**src/sv/pkst_pkg.sv**
```systemverilog
// Shared types, constants and time-compare helpers for the power key shutdown timer.
`timescale 1ns / 1ps

package pkst_pkg;

  // Widths of times, registers and item fields
  localparam int TIME_W     = 32;
  localparam int DELAY_W    = 20;
  localparam int HOLD_W     = 20;
  localparam int TPS_W      = 12;
  localparam int SECS_W     = 8;
  localparam int FUNC_W     = 2;
  localparam int CFG_IDX_W  = 2;
  localparam int CFG_DATA_W = 20;
  localparam int ARM_LEN_W  = 20;
  localparam int IN_DATA_W  = 16;
  localparam int OUT_DATA_W = 8;

  // Register reset values
  localparam logic [DELAY_W-1:0] RELEASE_DELAY_RST = 20'd3500;
  localparam logic [HOLD_W-1:0]  HOLD_LIMIT_RST    = 20'd500;
  localparam logic [TPS_W-1:0]   TPS_RST           = 12'd100;

  // Accepted range of a shutdown request in seconds
  localparam logic [SECS_W-1:0] SECS_MIN = 8'd1;
  localparam logic [SECS_W-1:0] SECS_MAX = 8'd120;

  typedef logic [TIME_W-1:0] time_t;

  typedef enum logic [FUNC_W-1:0] {
    FUNC_KEY     = 2'd0,
    FUNC_TICK    = 2'd1,
    FUNC_REQUEST = 2'd2,
    FUNC_SUSPEND = 2'd3
  } func_t;

  typedef enum logic [CFG_IDX_W-1:0] {
    REG_RELEASE_DELAY = 2'd0,
    REG_HOLD_LIMIT    = 2'd1,
    REG_TPS           = 2'd2
  } cfg_idx_t;

  typedef struct packed {
    logic [DELAY_W-1:0] release_delay_ticks;
    logic [HOLD_W-1:0]  hold_limit_ticks;
    logic [TPS_W-1:0]   ticks_per_second;
  } cfg_t;

  typedef struct packed {
    func_t              func;
    logic               key_level;
    logic [SECS_W-1:0]  request_seconds;
  } item_t;

  typedef struct packed {
    logic wake_press;
    logic key_report_valid;
    logic key_down;
    logic power_off;
    logic request_rejected;
  } result_t;

  // a at or after b, on wrapping time
  function automatic logic at_or_after(input time_t a, input time_t b);
    time_t d;
    d = a - b;
    return !d[TIME_W-1];
  endfunction

  // a strictly after b, on wrapping time
  function automatic logic strictly_after(input time_t a, input time_t b);
    time_t d;
    d = a - b;
    return (d != '0) && !d[TIME_W-1];
  endfunction

endpackage

```
**src/sv/pkst_cfg.sv**
```systemverilog
// Configuration register file: release delay, hold limit and ticks per second.
`timescale 1ns / 1ps

module pkst_cfg (
  input  logic                             clk,
  input  logic                             rst_n,
  input  logic                             cfg_valid,
  output logic                             cfg_ready,
  input  logic [pkst_pkg::CFG_IDX_W-1:0]   cfg_index,
  input  logic [pkst_pkg::CFG_DATA_W-1:0]  cfg_data,
  output pkst_pkg::cfg_t                   cfg
);
  import pkst_pkg::*;

  cfg_t cfg_r;
  cfg_t cfg_nxt;

  // Take a write beat whenever out of reset
  assign cfg_ready = rst_n;

  // Decode the register index; unknown indexes are dropped
  always_comb begin
    cfg_nxt = cfg_r;
    if (cfg_valid && cfg_ready) begin
      unique case (cfg_idx_t'(cfg_index))
        REG_RELEASE_DELAY: cfg_nxt.release_delay_ticks = cfg_data[DELAY_W-1:0];
        REG_HOLD_LIMIT:    cfg_nxt.hold_limit_ticks    = cfg_data[HOLD_W-1:0];
        REG_TPS:           cfg_nxt.ticks_per_second    = cfg_data[TPS_W-1:0];
        default:           cfg_nxt = cfg_r;
      endcase
    end
  end

  always_ff @(posedge clk) begin
    if (!rst_n) begin
      cfg_r.release_delay_ticks <= RELEASE_DELAY_RST;
      cfg_r.hold_limit_ticks    <= HOLD_LIMIT_RST;
      cfg_r.ticks_per_second    <= TPS_RST;
    end else begin
      cfg_r <= cfg_nxt;
    end
  end

  assign cfg = cfg_r;

endmodule

```
**src/sv/pkst_core.sv**
```systemverilog
// Key, countdown and power-off state with the per-item update logic.
`timescale 1ns / 1ps

module pkst_core (
  input  logic              clk,
  input  logic              rst_n,
  input  logic              step,
  input  pkst_pkg::item_t   item,
  input  pkst_pkg::cfg_t    cfg,
  output pkst_pkg::result_t res,
  output logic              powered_off
);
  import pkst_pkg::*;

  time_t now_r,         now_nxt;
  logic  key_held_r,    key_held_nxt;
  time_t press_start_r, press_start_nxt;
  logic  suspended_r,   suspended_nxt;
  logic  armed_r,       armed_nxt;
  time_t next_check_r,  next_check_nxt;
  time_t deadline_r,    deadline_nxt;
  logic  pwr_off_r,     pwr_off_nxt;

  logic [ARM_LEN_W-1:0] req_len;
  logic [ARM_LEN_W-1:0] arm_len;
  time_t                now_inc;
  time_t                hold_end;
  time_t                tps_ext;

  // Countdown length: seconds times ticks per second, or the release delay
  assign req_len  = ARM_LEN_W'(item.request_seconds) * ARM_LEN_W'(cfg.ticks_per_second);
  assign arm_len  = (item.func == FUNC_REQUEST) ? req_len
                                                : ARM_LEN_W'(cfg.release_delay_ticks);
  assign now_inc  = now_r + time_t'(1);
  assign hold_end = press_start_r + TIME_W'(cfg.hold_limit_ticks);
  assign tps_ext  = TIME_W'(cfg.ticks_per_second);

  // Apply one item to the state and form its result
  always_comb begin
    now_nxt         = now_r;
    key_held_nxt    = key_held_r;
    press_start_nxt = press_start_r;
    suspended_nxt   = suspended_r;
    armed_nxt       = armed_r;
    next_check_nxt  = next_check_r;
    deadline_nxt    = deadline_r;
    pwr_off_nxt     = pwr_off_r;
    res             = '0;

    unique case (item.func)
      FUNC_KEY: begin
        res.key_report_valid = 1'b1;
        if (item.key_level) begin
          // release: wake report after suspend, arm if it ends a press
          if (suspended_r) begin
            res.wake_press = 1'b1;
            suspended_nxt  = 1'b0;
          end
          if (key_held_r) begin
            deadline_nxt   = now_r + TIME_W'(arm_len);
            next_check_nxt = now_r + tps_ext;
            armed_nxt      = 1'b1;
          end
          key_held_nxt = 1'b0;
        end else begin
          // press: keep the start time of the first press
          res.key_down  = 1'b1;
          suspended_nxt = 1'b0;
          if (!key_held_r) begin
            key_held_nxt    = 1'b1;
            press_start_nxt = now_r;
          end
        end
      end
      FUNC_TICK: begin
        now_nxt = now_inc;
        if (armed_r && at_or_after(now_inc, next_check_r)) begin
          if (key_held_r && strictly_after(now_inc, hold_end)) begin
            pwr_off_nxt = 1'b1;
          end
          if (strictly_after(deadline_r, now_inc)) begin
            next_check_nxt = now_inc + tps_ext;
          end else begin
            pwr_off_nxt = 1'b1;
            armed_nxt   = 1'b0;
          end
        end
      end
      FUNC_REQUEST: begin
        if ((item.request_seconds < SECS_MIN) || (item.request_seconds > SECS_MAX)) begin
          res.request_rejected = 1'b1;
        end else begin
          deadline_nxt   = now_r + TIME_W'(arm_len);
          next_check_nxt = now_r + tps_ext;
          armed_nxt      = 1'b1;
        end
      end
      FUNC_SUSPEND: begin
        suspended_nxt = 1'b1;
      end
      default: begin
        suspended_nxt = suspended_r;
      end
    endcase

    res.power_off = pwr_off_nxt;
  end

  // Commit the update only when an item moves into the result register
  always_ff @(posedge clk) begin
    if (!rst_n) begin
      now_r         <= '0;
      key_held_r    <= 1'b0;
      press_start_r <= '0;
      suspended_r   <= 1'b0;
      armed_r       <= 1'b0;
      next_check_r  <= '0;
      deadline_r    <= '0;
      pwr_off_r     <= 1'b0;
    end else if (step) begin
      now_r         <= now_nxt;
      key_held_r    <= key_held_nxt;
      press_start_r <= press_start_nxt;
      suspended_r   <= suspended_nxt;
      armed_r       <= armed_nxt;
      next_check_r  <= next_check_nxt;
      deadline_r    <= deadline_nxt;
      pwr_off_r     <= pwr_off_nxt;
    end
  end

  assign powered_off = pwr_off_r;

endmodule

```
**src/sv/power_key_shutdown_timer.sv**
```systemverilog
// Top level of the power key shutdown timer: input register, core, result register.
`timescale 1ns / 1ps
//
// Power key controller with a delayed, sticky power-off countdown.
// Input channel (in_*): one beat per event; in_tuser carries the kind
// (key level, tick, shutdown request, suspend), in_tdata the key level
// and the requested seconds. Result channel (out_*): exactly one beat per
// input beat, in order, with key report, wake press, reject and the
// power-off level after that event. Config channel (cfg_*): register
// index and data; write only while no events are in flight.
// The input register and the result register each hold one beat.
// Throughput is one beat per cycle while the receiver does not stall;
// the state update is a single pass of adds and compares plus one 8x12
// multiply, all between those two registers.
// Reset (rst_n low, synchronous) clears all timer and key state, loads
// the register defaults and holds in_tready and cfg_ready low.
// When the receiver stalls, the result is held; an empty input register
// still takes one beat, and in_tready drops while it is full.
//
module power_key_shutdown_timer (
  input  logic                             clk,
  input  logic                             rst_n,
  // input channel
  input  logic                             in_tvalid,
  output logic                             in_tready,
  input  logic [pkst_pkg::FUNC_W-1:0]      in_tuser,  // [1:0] func
  input  logic [pkst_pkg::IN_DATA_W-1:0]   in_tdata,  // [0] key_level, [8:1] request_seconds
  // result channel
  output logic                             out_tvalid,
  input  logic                             out_tready,
  // [0] wake_press, [1] key_report_valid, [2] key_down, [3] power_off,
  // [4] request_rejected
  output logic [pkst_pkg::OUT_DATA_W-1:0]  out_tdata,
  // configuration write channel
  input  logic                             cfg_valid,
  output logic                             cfg_ready,
  input  logic [pkst_pkg::CFG_IDX_W-1:0]   cfg_index,
  input  logic [pkst_pkg::CFG_DATA_W-1:0]  cfg_data
);
  import pkst_pkg::*;

  cfg_t    cfg;
  item_t   in_item_r;
  logic    in_valid_r, in_valid_nxt;
  result_t core_res;
  result_t out_res_r;
  logic    out_valid_r, out_valid_nxt;
  logic    advance;
  logic    step;
  logic    powered_off;

  pkst_cfg u_cfg (
    .clk       (clk),
    .rst_n     (rst_n),
    .cfg_valid (cfg_valid),
    .cfg_ready (cfg_ready),
    .cfg_index (cfg_index),
    .cfg_data  (cfg_data),
    .cfg       (cfg)
  );

  // Move a beat on when the result register is empty or being drained
  assign advance   = !out_valid_r || out_tready;
  assign step      = in_valid_r && advance;
  assign in_tready = rst_n && (!in_valid_r || advance);

  always_comb begin
    in_valid_nxt  = in_tready ? in_tvalid : in_valid_r;
    out_valid_nxt = advance ? in_valid_r : out_valid_r;
  end

  // Input register
  always_ff @(posedge clk) begin
    if (!rst_n) begin
      in_valid_r <= 1'b0;
    end else begin
      in_valid_r <= in_valid_nxt;
    end
  end

  always_ff @(posedge clk) begin
    if (in_tvalid && in_tready) begin
      in_item_r.func            <= func_t'(in_tuser);
      in_item_r.key_level       <= in_tdata[0];
      in_item_r.request_seconds <= in_tdata[SECS_W:1];
    end
  end

  pkst_core u_core (
    .clk         (clk),
    .rst_n       (rst_n),
    .step        (step),
    .item        (in_item_r),
    .cfg         (cfg),
    .res         (core_res),
    .powered_off (powered_off)
  );

  // Result register
  always_ff @(posedge clk) begin
    if (!rst_n) begin
      out_valid_r <= 1'b0;
    end else begin
      out_valid_r <= out_valid_nxt;
    end
  end

  always_ff @(posedge clk) begin
    if (step) begin
      out_res_r <= core_res;
    end
  end

  assign out_tvalid = out_valid_r;
  assign out_tdata  = {3'b000,
                       out_res_r.request_rejected,
                       out_res_r.power_off,
                       out_res_r.key_down,
                       out_res_r.key_report_valid,
                       out_res_r.wake_press};

  // Power off never clears once set
  a_power_off_sticky: assert property (@(posedge clk) disable iff (!rst_n)
    ($past(rst_n) && $past(powered_off)) |-> powered_off)
    else $error("power-off state dropped");

  // A stepped item leaves a result whose power_off matches the new state
  a_result_matches_state: assert property (@(posedge clk) disable iff (!rst_n)
    step |=> (out_valid_r && (out_res_r.power_off == powered_off)))
    else $error("result power_off differs from state");

  // Input stalls only when both registers are full and the output is blocked
  a_stall_cause: assert property (@(posedge clk) disable iff (!rst_n)
    !in_tready |-> (in_valid_r && out_valid_r && !out_tready))
    else $error("input stalled without a full pipeline");

endmodule
```
**config.mk**
```make
export PLATFORM = sky130hd
export DESIGN_NAME = power_key_shutdown_timer
export DESIGN_NICKNAME = d
export VERILOG_FILES = /design/src/sv/pkst_pkg.sv /design/src/sv/pkst_cfg.sv /design/src/sv/pkst_core.sv /design/src/sv/power_key_shutdown_timer.sv
export SDC_FILE = /design/constraint.sdc
export NUM_CORES = 1
export LEC_CHECK = 0
export BUFFER_PORTS_ARGS = -buffer_cell sky130_fd_sc_hd__buf_2
export CORE_MARGIN = 2
export CORE_UTILIZATION = 45
export CTS_BUF_LIST = sky130_fd_sc_hd__clkbuf_8
export CTS_CLUSTER_SIZE = 28
export DETAILED_ROUTE_END_ITERATION = 6
export PLACE_DENSITY_LB_ADDON = 0.25
export SLEW_MARGIN = 20
export SYNTH_ARGS = -nofsm -noshare
export SYNTH_HDL_FRONTEND = slang
export SYNTH_SLANG_ARGS = --single-unit
```
**constraint.sdc**
```tcl
create_clock -name clk -period 8.85 [get_ports clk]
set_clock_uncertainty 0.15 [all_clocks]
set_input_delay 2.655 -clock clk [delete_from_list [all_inputs] [get_ports clk]]
set_output_delay 2.655 -clock clk [all_outputs]
set_load 0.03 [all_outputs]
```
Yosys cells after proc, flatten, opt, wreduce, memory -nomap -nowiden
Cells that the tools add are included.

storage, ports and cells
  bits in read-only memories = 0
  flip-flop bits (word level) = 202
  output and inout bits = 11
  input port bits = 45
  word-level logic and storage cells = 105
  memories kept = 0
  bits in writable memories = 0
  bits in latches = 0

operators by class
  reductions and logical operators = 34
  multiplexer cells = 26
  shift-type cells = 0
  div/mod/pow operators = 0
  equality and inequality tests = 11
  add/sub/neg operators = 8
  $mul = 1
  bitwise operators = 2
  magnitude comparators = 2

operator list
  kind                     number
  $mux W32                 8
  $pmux W32 S3             1
  $sub A32 B32 Y32         3
  $add A32 B12 Y32         2
  $add A32 B20 Y32         2
  $pmux W32 S2             1
  $reduce_bool A32 Y1      2
  $add A32 B1 Y32 const B  1
  $mul A8 B12 Y20          1
  $mux W20                 1
  $reduce_and A2 Y1        7
  $reduce_and A7 Y1        2
  $mux W1                  12
  $gt A8 B7 Y1 const B     1
  $logic_and A1 B1 Y1      8
  $lt A8 B1 Y1 const B     1
  $eq A2 B2 Y1 const B     3
  $ne A2 B1 Y1 const B     3
  $ne A2 B2 Y1 const B     3
  $logic_not A1 Y1         5
  $reduce_and A5 Y1        1
  $eq A2 B1 Y1 const B     2
  $logic_not A2 Y1         2
  $reduce_and A4 Y1        1
  other kinds (7)          11

Logic depth before layout (Yosys ltp)
Gate-level depths: netlist (run 1).

  depth in word-level cells = 9
  mapped depth = 31
  gate-level depth less buffers = 30

Modules after synthesis
From an unflattened synthesis (run 1), not the netlist that was laid out.

unflattened totals
  cells, all modules = 2470
  area total of the unflattened synthesis = 19695.1 um^2

by module, submodules not included
  module                    times used  cells an instance  area each (um^2)  sequential area each (um^2)
  pkst_core                 1           2238               17053.9           2642.5
  pkst_cfg                  1           202                2038.2            1041.0
  power_key_shutdown_timer  1           30                 603.1             520.5

Least setup slack after synthesis (run 1)
OpenSTA, ideal clock, no wires.

  path kind = input -> output
  from = input rst_n
  to = output in_tready
  path buffers = 1
  stages on the path = 3
  data required time = 6.045 ns
  slack = 2.493 ns
  data arrival time = 3.552 ns
  cells stage by stage = clkbuf_1 -> inv_2 -> a21oi_1

between the ends
  longest elaborated chain between the ends = 1

ends and longest elaborated chain
  element              line                            source
  start, declared      power_key_shutdown_timer.sv:22  input logic rst_n,
  $logic_and A1 B1 Y1  power_key_shutdown_timer.sv:65  assign in_tready = rst_n && (!in_valid_r || advance);
  end, declared        power_key_shutdown_timer.sv:25  output logic in_tready,

No other way between the ends.

Worst setup path in the final report (run 1)
  from = register in_item_r[3] in the netlist's numbering
  to = register u_core.deadline_r[25]

between the ends
  longest elaborated chain between the ends = 6
  elaborated cells between the ends (all ways) = 12
  classes of those cells = add/sub: 1; mul: 1; order compare: 2; eq/ne: 1; mux: 5; reduce/logical: 2

ends and longest elaborated chain
  element               line                              source
  start, declared       power_key_shutdown_timer.sv:43    item_t in_item_r;
  $mul A8 B12 Y20       pkst_core.sv:31                   assign req_len = ARM_LEN_W'(item.request_seconds) * ARM_LEN_W'(cfg.ticks_per_second);
  $mux W20              pkst_core.sv:32                   assign arm_len = (item.func == FUNC_REQUEST) ? req_len
  $add A32 B20 Y32      pkst_core.sv:60, pkst_core.sv:93
  $mux W32              pkst_core.sv:59                   if (key_held_r) begin
  $mux W32              pkst_core.sv:53                   if (item.key_level) begin
  $pmux W32 S2          pkst_core.sv:50                   unique case (item.func)
  end signal, assigned  pkst_core.sv:127                  deadline_r <= deadline_nxt;
  end, declared         pkst_core.sv:21                   time_t deadline_r, deadline_nxt;

Parallel ways exist; a longest one is shown, timed or not. The select of a mux whose other input is x is not followed.
A chain may end at the register's enable or synchronous reset.

==> key figures, run 1 <==
Timing
  • Max Slew Vio Count: 0
  • Unrepaired setup endpoints after global routing: false
  • Post-Route Hold Slack: 0.304 ns
  • Period utilization: 85.2%
  • Setup Viol. Count Final: 0
  • Peak Freq: 133 MHz
  • Worst slew pin tran: 1.06 ns
  • Period minus WS final: 7.54 ns
  • Total negative setup slack: 0 ns
  • Max_slew headroom: 29.1%
  • Slack of the critical path: 1.31 ns
  • Final hold vios: 0

Synthesis
  • Post-Syn Instances: 2533
  • Number of flops mapped to enable cells by yosys: 16
  • Async set-reset flop share out of synthesis: 0%
  • Cell variety after synth: 92
  • Synth Cell Area: 19800 um^2
  • Syn avg cell area: 7.81 um^2
  • Compound-gate portion of the synthesized area: 19.1%
  • Yosys warns: 0
  • Simple-Gate Fraction of Synth Area: 21.9%
  • Yosys reg bits: 202
  • Largest family of logic cells by synthesized area: simple AND/OR/NAND/NOR gates
  • Post-Synth XOR/XNOR Area: 8.14%
  • Post-Synth Adder-Cell Area: 20.0%
  • Prevailing post-synth register cell: dfxtp_1
  • Post-synthesis mux area share: 1.60%
  • Seq/Total Area, Yosys: 21.2%

Global routing
  • Met1 Use GR: 36.3%
  • Met2 Resource Use GR: 43.4%
  • Initial antenna violation count: 0
  • Largest net degree at the start of global routing: 75
  • GR peak layer: met2
  • Vias in the first global route: 17700
  • First-pass GRT wire length: 96.5 mm
  • Grt total ovfl: 0
  • Gr usage total: 27.1%
  • M3 GR Usage: 3.54%

Clock tree
  • CTS Buf Count: 40
  • Clock latency on the worst-skew pair: 0.61 ns
  • Root Driver: clkbuf_8
  • Worst-path clk slew: 0.07 ns
  • TritonCTS clock tree: done
  • Clk sink count: 202
  • Largest buffer count on any clock path: 3
  • Post-CTS Hold Fix Bufs: 0
  • H-tree depth: 2
  • Postcts setup bufs: 0
  • Post-CTS sizing: 0

Final layout
  • Synthesis-to-layout area growth: 6.82%
  • Post-Layout Cell Count: 3111
  • Final #Nets: 2807
  • Share of layout cells above drive strength 1: 8.04%
  • Utilization after layout: 48.9%
  • Fill cells: 4284
  • ANT cells: 0

Worst hold path
  • Hold Crit Start: u_core.press_start_r[5]$_SDFFE_PN0P_
  • Worst Hold Endpoint: u_core.press_start_r[5]$_SDFFE_PN0P_
  • Worst min path class: flop to flop
  • Cells on Worst Hold Path: 2

Setup path
  • Required time worst endpoint: 9.19 ns
  • Reg2reg end: u_core.deadline_r[25]$_SDFFE_PN0P_
  • Crit Reg-Reg Startpoint: in_item_r[3]$_DFFE_PP_
  • Crit path capture type: flop
  • CP max FO: 14
  • R2r worst-path depth: 26
  • Critical path class: flop to flop
  • Reg2Reg Setup Slack: 1.31 ns
  • Worst Path Arrival: 7.87 ns
  • Setup crit start kind: flop

Placed design
  • Post-DP HPWL: 46.8 mm
  • IO buf count: 45
  • Pre-CTS WS: 1.37 ns
  • GP Congestion: 0.952
  • Placed instance count: 3038

Routing
  • Residual DRC count: 0
  • Post-DR vias/cell: 5.82
  • Via count: 18100
  • Wire per inst: 19.5 um
  • 1st-iter DRT viols: 1472
  • Final wirelength: 60.6 mm
  • Detail Route Antenna Nets: 0
  • Drt pass-1 iters: 5

Floorplanning
  • Starting Density: 45.7%
  • Core area: 43300 um^2
  • Die H: 214 um
  • Die W: 214 um
  • Row count: 76
  • Die area: 45700 um^2
  • Top Ports: 56

Power
  • Power density over the cells: 125 nW/um^2
  • Lkg Pwr: 9.33 nW
  • Maximum VDD drop: 0.0000979 V

Status
  • Status: finished, final reports clean

Run
  • Max_cap viols: 0
==> worst max-delay path, cell delays in order (launching register included) <==
cell       delay [ns]
edfxtp_1         0.61
and2_1           0.28
fa_1             0.42
fa_1             0.54
inv_1            0.05
fa_1             0.46
fa_1             0.54
inv_1            0.04
ha_1             0.31
inv_1            0.08
o21bai_1         0.10
a21oi_1          0.16
o21bai_1         0.12
a21oi_1          0.22
o21ai_0          0.19
o41ai_1          0.67
o2111ai_1        0.21
a21oi_1          0.20
xnor2_1          0.10
mux2_2           0.28
ha_1             0.36
a21oi_1          0.19
a21boi_0         0.17
nor2_1           0.39
nand4_1          0.17
xor2_1           0.18
a211oi_1         0.23
==> Yosys cell counts (all sizes together), types with 13 or more instances <==
master,number,area share [%]
fa,83,8.4
o21ai,78,2.0
buf,46,1.4
nand3,81,2.0
xor2,63,2.8
nand4,52,1.7
clkbuf,94,1.8
a21o,48,1.8
dfxtp,186,19
ha,184,12
nor2,127,2.5
o31ai,32,1.7
a211oi,28,1.1
or3,17,0.54
edfxtp,16,2.4
a31oi,13,0.41
o21a,23,0.87
and2,90,2.9
inv,244,4.6
nor2b,18,0.57
mux2,21,1.2
nand2b,19,0.60
nand2,344,6.5
o21bai,17,0.64
nor3,45,1.2
and3,38,1.2
xnor2,120,5.3
nor4,15,0.47
a21oi,225,5.7
o211ai,22,0.83
==> metrics by stage <==
step                      instance area, um^2  power (mW)
after detailed placement                20300        1.58
final                                   21100        2.64
after floorplan                         19800        1.42
after global placement                  20200        1.57
after global routing                    21100        2.78
after CTS                               21100        2.66
==> power by group <==
part           internal [mW]  switching [mW]  total [mW]  leakage [nW]
registers              0.937          0.0184       0.956          1.65
clock network          0.609           0.467        1.08         0.487
logic                  0.240           0.371       0.611          7.19
total                   1.79           0.856        2.64          9.33
==> cells in the final DEF (no fill, tap or decap), types with 13 or more instances in the layout <==
master / n
nand3_1: 80
dfxtp_1: 186
o31ai_2: 20
o21ai_0: 72
xnor2_1: 119
buf_2: 45
nor4_1: 15
xor2_1: 63
o21a_1: 23
or3_1: 17
a21oi_1: 224
nor2b_1: 18
edfxtp_1: 16
ha_1: 184
nand2_1: 344
nand4_1: 51
inv_1: 249
nor2_1: 123
mux2_2: 21
a31oi_1: 13
and2_1: 88
o211ai_1: 22
and3_1: 38
fa_1: 83
a21o_1: 48
a211oi_1: 28
nand2b_1: 19
clkbuf_8: 47
o21bai_1: 17
nor3_1: 41
buf_4: 13
==> state kept, by name (all words and copies together), names as in the netlist, 5 cells and up <==
| register | flops |
|---|---|
| in_item_r | 11 |
| u_core.next_check_r | 32 |
| u_core.deadline_r | 32 |
| u_core.press_start_r | 32 |
| out_tdata | 5 |
| u_cfg.cfg | 52 |
| u_core.now_r | 32 |
==> area by class of cell <==
type / instances / area, um^2 / share of cell area (%)
sequential: 202 / 4200 / 19.9
multi-input combinational: 1948 / 14100 / 66.6
tap: 585 / 732 / 3.46
clock buffer: 47 / 647 / 3.06
timing repair buffer: 58 / 323 / 1.53
clock inverter: 26 / 236 / 1.12
inverter: 245 / 925 / 4.37
==> kinds of logic (layout without fill, tap and decap cells) <==
| family | after synthesis | count (layout) |
|---|---|---|
| and+or+nand+nor | 888 | 888 |
| adders and majority gates | 267 | 267 |
| muxes | 29 | 29 |
| DFF | 202 | 202 |
| xor gates and xnor gates | 183 | 183 |
| AOI/OAI and AO/OA | 578 | 578 |
| other | 1 | 3 |
| buffers and inverters | 385 | 376 |
==> how the worst max path moves through the flow <==
| stage | start | endpoint | slack [ns] |
|---|---|---|---|
| 3_5_place_dp | in_item_r[3]$_DFFE_PP_ | u_core.deadline_r[25]$_SDFFE_PN0P_ | 1.37 |
| 3_3_place_gp | in_item_r[4]$_DFFE_PP_ | u_core.deadline_r[25]$_SDFFE_PN0P_ | 1.41 |
| 4_1_cts | in_item_r[3]$_DFFE_PP_ | u_core.deadline_r[25]$_SDFFE_PN0P_ | 1.34 |
| 6_report | in_item_r[3]$_DFFE_PP_ | u_core.deadline_r[25]$_SDFFE_PN0P_ | 1.31 |
| 2_1_floorplan | rst_n | in_tready | 2.49 |
| 5_1_grt | in_item_r[4]$_DFFE_PP_ | u_core.deadline_r[25]$_SDFFE_PN0P_ | 0.82 |
==> metal layers <==
metal / up-vias / share of wire, %
met3: 152 / 5.9
met4: 0 / 5.0
met1: 8713 / 45
met2: 580 / 45
li1: 8651 / -
met5: - / 0
Power figures use the tool's default switching activity.
==> run 2, diff against run 1 <==
--- a/config.mk
+++ b/config.mk
@@ -6,8 +6,10 @@
 export NUM_CORES = 1
 export LEC_CHECK = 0
 export BUFFER_PORTS_ARGS = -buffer_cell sky130_fd_sc_hd__buf_2
+export CELL_PAD_IN_SITES_DETAIL_PLACEMENT = 1
+export CELL_PAD_IN_SITES_GLOBAL_PLACEMENT = 2
 export CORE_MARGIN = 2
-export CORE_UTILIZATION = 45
+export CORE_UTILIZATION = 40
 export CTS_BUF_LIST = sky130_fd_sc_hd__clkbuf_8
 export CTS_CLUSTER_SIZE = 28
 export DETAILED_ROUTE_END_ITERATION = 6
==> run 2 against run 1 <==
Net effect: utilization is 5.2 points lower; design area rose by 0.87%; worst hold slack better by 0.00090 ns; critical endpoint unchanged; final cell count rose by 2.8%; highest routed layer unchanged; combinational power rose by 3%; largest cell class unchanged; die area up 12%; maximum frequency is 3.2% lower; first-iteration DRC count fell by 33%; global-route usage grew 0.12 points; count of clock-buffer cells in the layout grew 10; critical path type unchanged; non-clock buffer count increased by 9.
==> key figures, run 2 (synthesis results as in run 1) <==
Setup path
  • CP max FO: 14 (unchanged)
  • R2r worst-path depth: 27 (+3.8%)
  • Critical path class: flop to flop
  • Critical Path Max Stage Delay: 0.71 ns (+0.04 ns)
  • Worst path slowest cell: o41ai_1
  • Crit path capture type: flop
  • Reg2Reg Setup Slack: 1.07 ns (-0.25 ns)
  • Setup crit start kind: flop
  • Required time worst endpoint: 9.20 ns (about the same)
  • Worst Path Arrival: 8.13 ns (+0.26 ns)
  • Worst setup startpoint: in_item_r[4]$_DFFE_PP_
  • Cell repeated most along the worst path: a21oi_1
  • Reg2reg end: u_core.deadline_r[25]$_SDFFE_PN0P_
  • Crit Reg-Reg Startpoint: in_item_r[4]$_DFFE_PP_

Timing
  • Setup Viol. Count Final: 0 (unchanged)
  • Unrepaired setup endpoints after global routing: false
  • Max Slew Vio Count: 0 (unchanged)
  • Peak Freq: 128 MHz (-3.2%)
  • Max_slew headroom: 30.9% (+1.8 points)
  • Worst slew pin tran: 1.03 ns (-0.0292 ns)
  • Final hold vios: 0 (unchanged)
  • Total negative setup slack: 0 ns (unchanged)
  • Period utilization: 88.0% (+2.8 points)
  • Period minus WS final: 7.78 ns (+0.248 ns)

Clock tree
  • Root Driver: clkbuf_8
  • Worst-path clk slew: 0.07 ns (about the same)
  • Postcts setup bufs: 0 (unchanged)
  • Post-CTS Hold Fix Bufs: 0 (unchanged)
  • Post-CTS sizing: 0 (unchanged)
  • Clock latency on the worst-skew pair: 0.62 ns (about the same)
  • CTS Buf Count: 41 (+2.5%)
  • H-tree depth: 2 (unchanged)
  • Clk sink count: 202 (unchanged)
  • Largest buffer count on any clock path: 3 (unchanged)
  • TritonCTS clock tree: done

Final layout
  • Register area: 4200 um^2 (unchanged)
  • Most frequent cells in the layout: nand2_1 (344), inv_1 (250), a21oi_1 (224), dfxtp_1 (186), ha_1 (184)
  • Utilization after layout: 43.6% (-5.2 points)
  • Final #Nets: 2817 (+0.36%)
  • Post-route cell area: 21300 um^2 (+0.87%)
  • Commonest non-fill, non-tap cell in the layout: nand2_1
  • Fill cells: 6020 (+41%)
  • Max reg flops: 52 (unchanged)
  • Synthesis-to-layout area growth: 7.75%
  • Share of layout cells above drive strength 1: 8.29% (+0.25 points)
  • Multi-input logic area: 14100 um^2 (about the same)

Routing
  • Residual DRC count: 0 (unchanged)
  • Top Metal Used: met4
  • Post-DR vias/cell: 5.71 (-1.9%)
  • Met3 wire length: 2.89 mm (-19%)
  • Drt pass-1 iters: 5 (unchanged)
  • Via count: 18300 (+0.92%)
  • Final wirelength: 68.5 mm (+13%)
  • 1st-iter DRT viols: 982 (-33%)
  • DRT met1 WL: 30.2 mm (+12%)
  • Wire per inst: 21.4 um (+10%)
  • Detail Route Antenna Nets: 0 (unchanged)
  • Wire length on met2: 33.2 mm (+23%)

Global routing
  • First-pass GRT wire length: 108 mm (+12%)
  • Initial antenna violation count: 0 (unchanged)
  • Grt total ovfl: 0 (unchanged)
  • Largest net degree at the start of global routing: 70 (-6.7%)
  • Gr usage total: 27.2% (+0.12 points)
  • Vias in the first global route: 18800 (+6.7%)

Status
  • Status: finished, final reports clean

Floorplanning
  • Core area: 48800 um^2 (+13%)
  • Die W: 226 um (+6.0%)
  • Starting Density: 40.5% (-5.2 points)
  • Die area: 51300 um^2 (+12%)
  • Row count: 81 (+6.6%)
  • Die H: 226 um (+6.0%)
  • Top Ports: 56 (unchanged)

Placed design
  • GP Congestion: 0.883 (-7.2%)
  • Cell Area, Placed: 20400 um^2 (+0.77%)
  • IO buf count: 45 (unchanged)
  • Post-DP HPWL: 53.8 mm (+15%)

Run
  • Max_cap viols: 0 (unchanged)

Worst hold path
  • Hold Crit Start: u_cfg.cfg[49]$_SDFFE_PN0P_
  • Cells on Worst Hold Path: 2 (unchanged)
  • Worst Hold Endpoint: u_cfg.cfg[49]$_SDFFE_PN0P_
  • Worst min path class: flop to flop

Power
  • Maximum VDD drop: 0.0000805 V (-18%)
  • Lkg Pwr: 9.38 nW (+0.45%)
  • Power density over the cells: 126 nW/um^2 (+0.63%)
run 2: cell types whose count changed in the layout (fill, tap and decap cells not counted), sizes merged:
cell      change
buf           +9
bufinv        -2
clkbuf       +10
clkinv        -9
clkinvlp      +3
diode         +1
inv           -3
run 2: worst max-delay path by stage:
stage,end,slack [ns],cells after the start
detailed placement,u_core.deadline_r[25]$_SDFFE_PN0P_,1.12,27
floorplan,in_tready,2.49,3
CTS,u_core.deadline_r[25]$_SDFFE_PN0P_,1.08,27
global placement,u_core.deadline_r[25]$_SDFFE_PN0P_,1.29,26
global route,u_core.deadline_r[29]$_SDFFE_PN0P_,0.56,27
finish,u_core.deadline_r[25]$_SDFFE_PN0P_,1.07,27
run 2: final cells by class:
type | instances | share of cell area [%]
multi-input cells | 1948 | 65.9
diodes | 1 | 0.0117
well taps | 664 | 3.90
clock inverters | 15 | 0.581
repair buffers | 67 | 1.83
inverters | 245 | 4.34
clock buffers | 57 | 3.68
flip-flops and latches | 202 | 19.7
run 2: worst max-delay path, delay by kind of cell, from the launching register on:
kind,cells,cell delay (ns)
AO/OA/AOI/OAI,11,2.92
XOR/XNOR,2,0.17
adder cells (fa/ha/maj),6,2.67
buffers and inverters,3,0.18
flip-flops,1,0.60
multiplexers,1,0.28
AND/OR/NAND/NOR,4,0.71
run 2: report_power, final:
group / switching, mW / internal (mW)
registers: 0.0181 / 0.938
clock network: 0.471 / 0.629
logic: 0.385 / 0.242
total: 0.874 / 1.81
run 2: routing by layer:
| metal | up-vias | GRT usage, % |
|---|---|---|
| li1 | 8670 | - |
| met1 | 9125 | 35.0 |
| met2 | 363 | 47.4 |
| met3 | 105 | 2.82 |
| met4 | 0 | 9.21 |
| met5 | - | 0 |
run 2: stage by stage:
stage | cells | worst slack (ns) | power (mW) | hold slack [ns]
after floorplan | 2535 | 2.49 | 1.42 | 0.284
after global placement | 3126 | 1.29 | 1.58 | 0.290
after detailed placement | 3126 | 1.12 | 1.60 | 0.297
after CTS | 3198 | 1.08 | 2.71 | 0.305
after global routing | 3198 | 0.562 | 2.82 | 0.327
final | 3199 | 1.07 | 2.68 | 0.304
==> run 3, diff against run 2 <==
--- a/config.mk
+++ b/config.mk
@@ -5,11 +5,12 @@
 export SDC_FILE = /design/constraint.sdc
 export NUM_CORES = 1
 export LEC_CHECK = 0
+export ABC_AREA = 1
 export BUFFER_PORTS_ARGS = -buffer_cell sky130_fd_sc_hd__buf_2
 export CELL_PAD_IN_SITES_DETAIL_PLACEMENT = 1
 export CELL_PAD_IN_SITES_GLOBAL_PLACEMENT = 2
 export CORE_MARGIN = 2
-export CORE_UTILIZATION = 40
+export CORE_UTILIZATION = 36
 export CTS_BUF_LIST = sky130_fd_sc_hd__clkbuf_8
 export CTS_CLUSTER_SIZE = 28
 export DETAILED_ROUTE_END_ITERATION = 6
==> run 3 against run 2 <==
Net effect: first-iteration DRC count rose by 6.1%; sequential power rose by 4.3%; sequential share of layout area fell by 0.76 points; critical path type unchanged; highest routed layer is now met5.
==> key figures, run 3 <==
Global routing
  • M3 GR Usage: 3.73% (+0.91 points)
  • First-pass GRT wire length: 119 mm (+10%)
  • Vias in the first global route: 21300 (+13%)
  • Met2 Resource Use GR: 42.4% (-5.1 points)
  • Gr usage total: 25.7% (-1.5 points)
  • Largest net degree at the start of global routing: 95 (+36%)
  • Initial antenna violation count: 1 (+1)
  • GR peak layer: met2
  • Met1 Use GR: 34.1% (-0.85 points)
  • Grt total ovfl: 0 (unchanged)

Power
  • Power density over the cells: 142 nW/um^2 (+13%)
  • Pwr Total: 3.14 mW (+17%)
  • Maximum VDD drop: 0.000106 V (+32%)
  • Lkg Pwr: 11.8 nW (+26%)

Placed design
  • Post-DP HPWL: 62.3 mm (+16%)
  • Placed instance count: 3956 (+27%)
  • IO buf count: 45 (unchanged)
  • GP Congestion: 0.893 (+1.1%)

Timing
  • Setup Viol. Count Final: 0 (unchanged)
  • Period minus WS final: 7.54 ns (-0.241 ns)
  • Period utilization: 85.2% (-2.7 points)
  • Unrepaired setup endpoints after global routing: false
  • Peak Freq: 133 MHz (+3.2%)
  • Max Slew Vio Count: 0 (unchanged)
  • Worst slew pin tran: 1.03 ns (-0.00523 ns)
  • Max_slew headroom: 30.7% (-0.21 points)
  • Final hold vios: 0 (unchanged)
  • Total negative setup slack: 0 ns (unchanged)
  • Post-Route Hold Slack: 0.310 ns (+0.00574 ns)

Final layout
  • Most frequent cells in the layout: nand2_1 (853), inv_1 (595), nor2_1 (320), a21oi_1 (245), o21ai_0 (209)
  • Share of layout cells above drive strength 1: 5.78% (-2.5 points)
  • Post-Layout Cell Count: 4027 (+26%)
  • Commonest non-fill, non-tap cell in the layout: nand2_1
  • Utilization after layout: 39.4% (-4.2 points)
  • Max reg flops: 52 (unchanged)
  • Synthesis-to-layout area growth: 8.29%
  • Final #Nets: 3554 (+26%)

Setup path
  • Reg2Reg Setup Slack: 1.31 ns (+0.24 ns)
  • Worst path slowest cell: o21ai_0
  • CP max FO: 14 (unchanged)
  • Critical Path Max Stage Delay: 0.66 ns (-0.05 ns)
  • Setup crit start kind: flop
  • Crit path capture type: flop
  • Worst Path Arrival: 7.88 ns (-0.25 ns)
  • Required time worst endpoint: 9.18 ns (-0.02 ns)
  • Cell repeated most along the worst path: nand2_1
  • Critical path class: flop to flop

Synthesis
  • Compound-gate portion of the synthesized area: 14.0% (-5.2 points)
  • Post-Synth Adder-Cell Area: 19.4% (-0.68 points)
  • Yosys reg bits: 202 (unchanged)
  • Seq/Total Area, Yosys: 20.5% (-0.72 points)
  • Yosys warns: 0 (unchanged)
  • Top-area cell type share of the netlist area: 18.2% (-0.64 points)
  • Synth Cell Area: 20500 um^2 (+3.5%)
  • Largest family of logic cells by synthesized area: simple AND/OR/NAND/NOR gates
  • Async set-reset flop share out of synthesis: 0% (unchanged)
  • Post-synthesis mux area share: 0% (-1.6 points)
  • Simple-Gate Fraction of Synth Area: 30.2% (+8.3 points)
  • Post-Syn Instances: 3231 (+28%)
  • Area leader, netlist: dfxtp_1
  • Prevailing post-synth register cell: dfxtp_1
  • Commonest cells post-synth: nand2_1 (853), inv_1 (583), nor2_1 (322)
  • Post-Synth XOR/XNOR Area: 3.07% (-5.1 points)
  • Most repeated cell in the gate-level netlist after synthesis: nand2_1
  • Cell variety after synth: 56 (-39%)
  • Syn avg cell area: 6.34 um^2 (-19%)
  • Top cells by area, synth: dfxtp_1 (18%), nand2_1 (16%), ha_1 (11%), inv_1 (11%), fa_1 (8.1%)
  • Number of flops mapped to enable cells by yosys: 16 (unchanged)

Floorplanning
  • Top Ports: 56 (unchanged)
  • Die W: 243 um (+7.1%)
  • Core area: 56300 um^2 (+15%)
  • Starting Density: 36.4% (-4.1 points)
  • Die H: 243 um (+7.1%)
  • Die area: 58800 um^2 (+15%)
  • Row count: 87 (+7.4%)

Routing
  • Final wirelength: 75.4 mm (+10%)
  • Residual DRC count: 0 (unchanged)
  • Via count: 20600 (+13%)
  • 1st-iter DRT viols: 1042 (+6.1%)
  • Detail Route Antenna Nets: 0 (unchanged)
  • Post-DR vias/cell: 5.10 (-11%)
  • Wire per inst: 18.7 um (-13%)
  • Drt pass-1 iters: 5 (unchanged)

Clock tree
  • Clk sink count: 202 (unchanged)
  • Post-CTS sizing: 0 (unchanged)
  • TritonCTS clock tree: done
  • Post-CTS Hold Fix Bufs: 0 (unchanged)
  • Largest buffer count on any clock path: 3 (unchanged)
  • Postcts setup bufs: 0 (unchanged)
  • Clock latency on the worst-skew pair: 0.63 ns (about the same)
  • H-tree depth: 2 (unchanged)
  • CTS Buf Count: 40 (-2.4%)
  • Root Driver: clkbuf_8
  • Worst-path clk slew: 0.06 ns (about the same)

Status
  • Status: finished, final reports clean

Worst hold path
  • Worst min path class: flop to flop

Run
  • Max_cap viols: 0 (unchanged)
==> run 3: power breakdown <==
part | leakage [nW] | switching (mW) | internal [mW]
Clock | 0.454 | 0.459 | 0.517
Combinational | 9.69 | 0.787 | 0.384
Sequential | 1.66 | 0.0407 | 0.956
Total | 11.8 | 1.29 | 1.86
==> run 3: path summary, 6_finish.rpt <==
kind,from,cells after the start,to
worst min register to register,u_cfg.cfg[35]$_SDFFE_PN1P_,2,u_cfg.cfg[35]$_SDFFE_PN1P_
worst max register to register,in_item_r[4]$_DFFE_PP_,31,u_core.deadline_r[26]$_SDFFE_PN0P_
worst max-delay path,in_item_r[4]$_DFFE_PP_,31,u_core.deadline_r[26]$_SDFFE_PN0P_
worst min-delay path,u_cfg.cfg[35]$_SDFFE_PN1P_,2,u_cfg.cfg[35]$_SDFFE_PN1P_
==> run 3: critical path, delay by kind of cell (launching register included) <==
kind / cells / cell delay, ns
AOI/OAI and AO/OA: 10 / 2.29
xor gates and xnor gates: 1 / 0.09
adders and majority gates: 6 / 2.82
buffers and inverters: 4 / 0.22
DFF: 1 / 0.63
and+or+nand+nor: 10 / 1.21
==> run 3: cell type report <==
class                   instances  area (um^2)
clock buffers                  47          647
diodes                          1         2.50
inverters                     589         2210
multi-input cells            2350        13700
flip-flops and latches        202         4200
clock inverters                23          149
well taps                     756          946
fillers                      7525        34100
repair buffers                 59          333
==> run 3: logic make-up (layout without fill, tap and decap cells) <==
logic type,Yosys count,in the layout
compound gates,532,532
flops,202,202
xor+xnor,71,71
simple gates,1477,1477
buf+inv,681,718
fa+ha+maj,267,267
other cells,1,4
==> run 3: through the flow <==
step | setup slack (ns) | area, um^2
CTS | 1.37 | 22200
global placement | 1.56 | 21400
finish | 1.31 | 22200
global route | 0.727 | 22200
floorplan | 2.71 | 20500
detailed placement | 1.46 | 21400
==> run 3: routing by layer <==
metal | vias up | share of wire (%)
met4 | 2 | 3.6
met1 | 9877 | 47
met5 | - | 0.017
met3 | 117 | 3.9
li1 | 10200 | -
met2 | 349 | 45
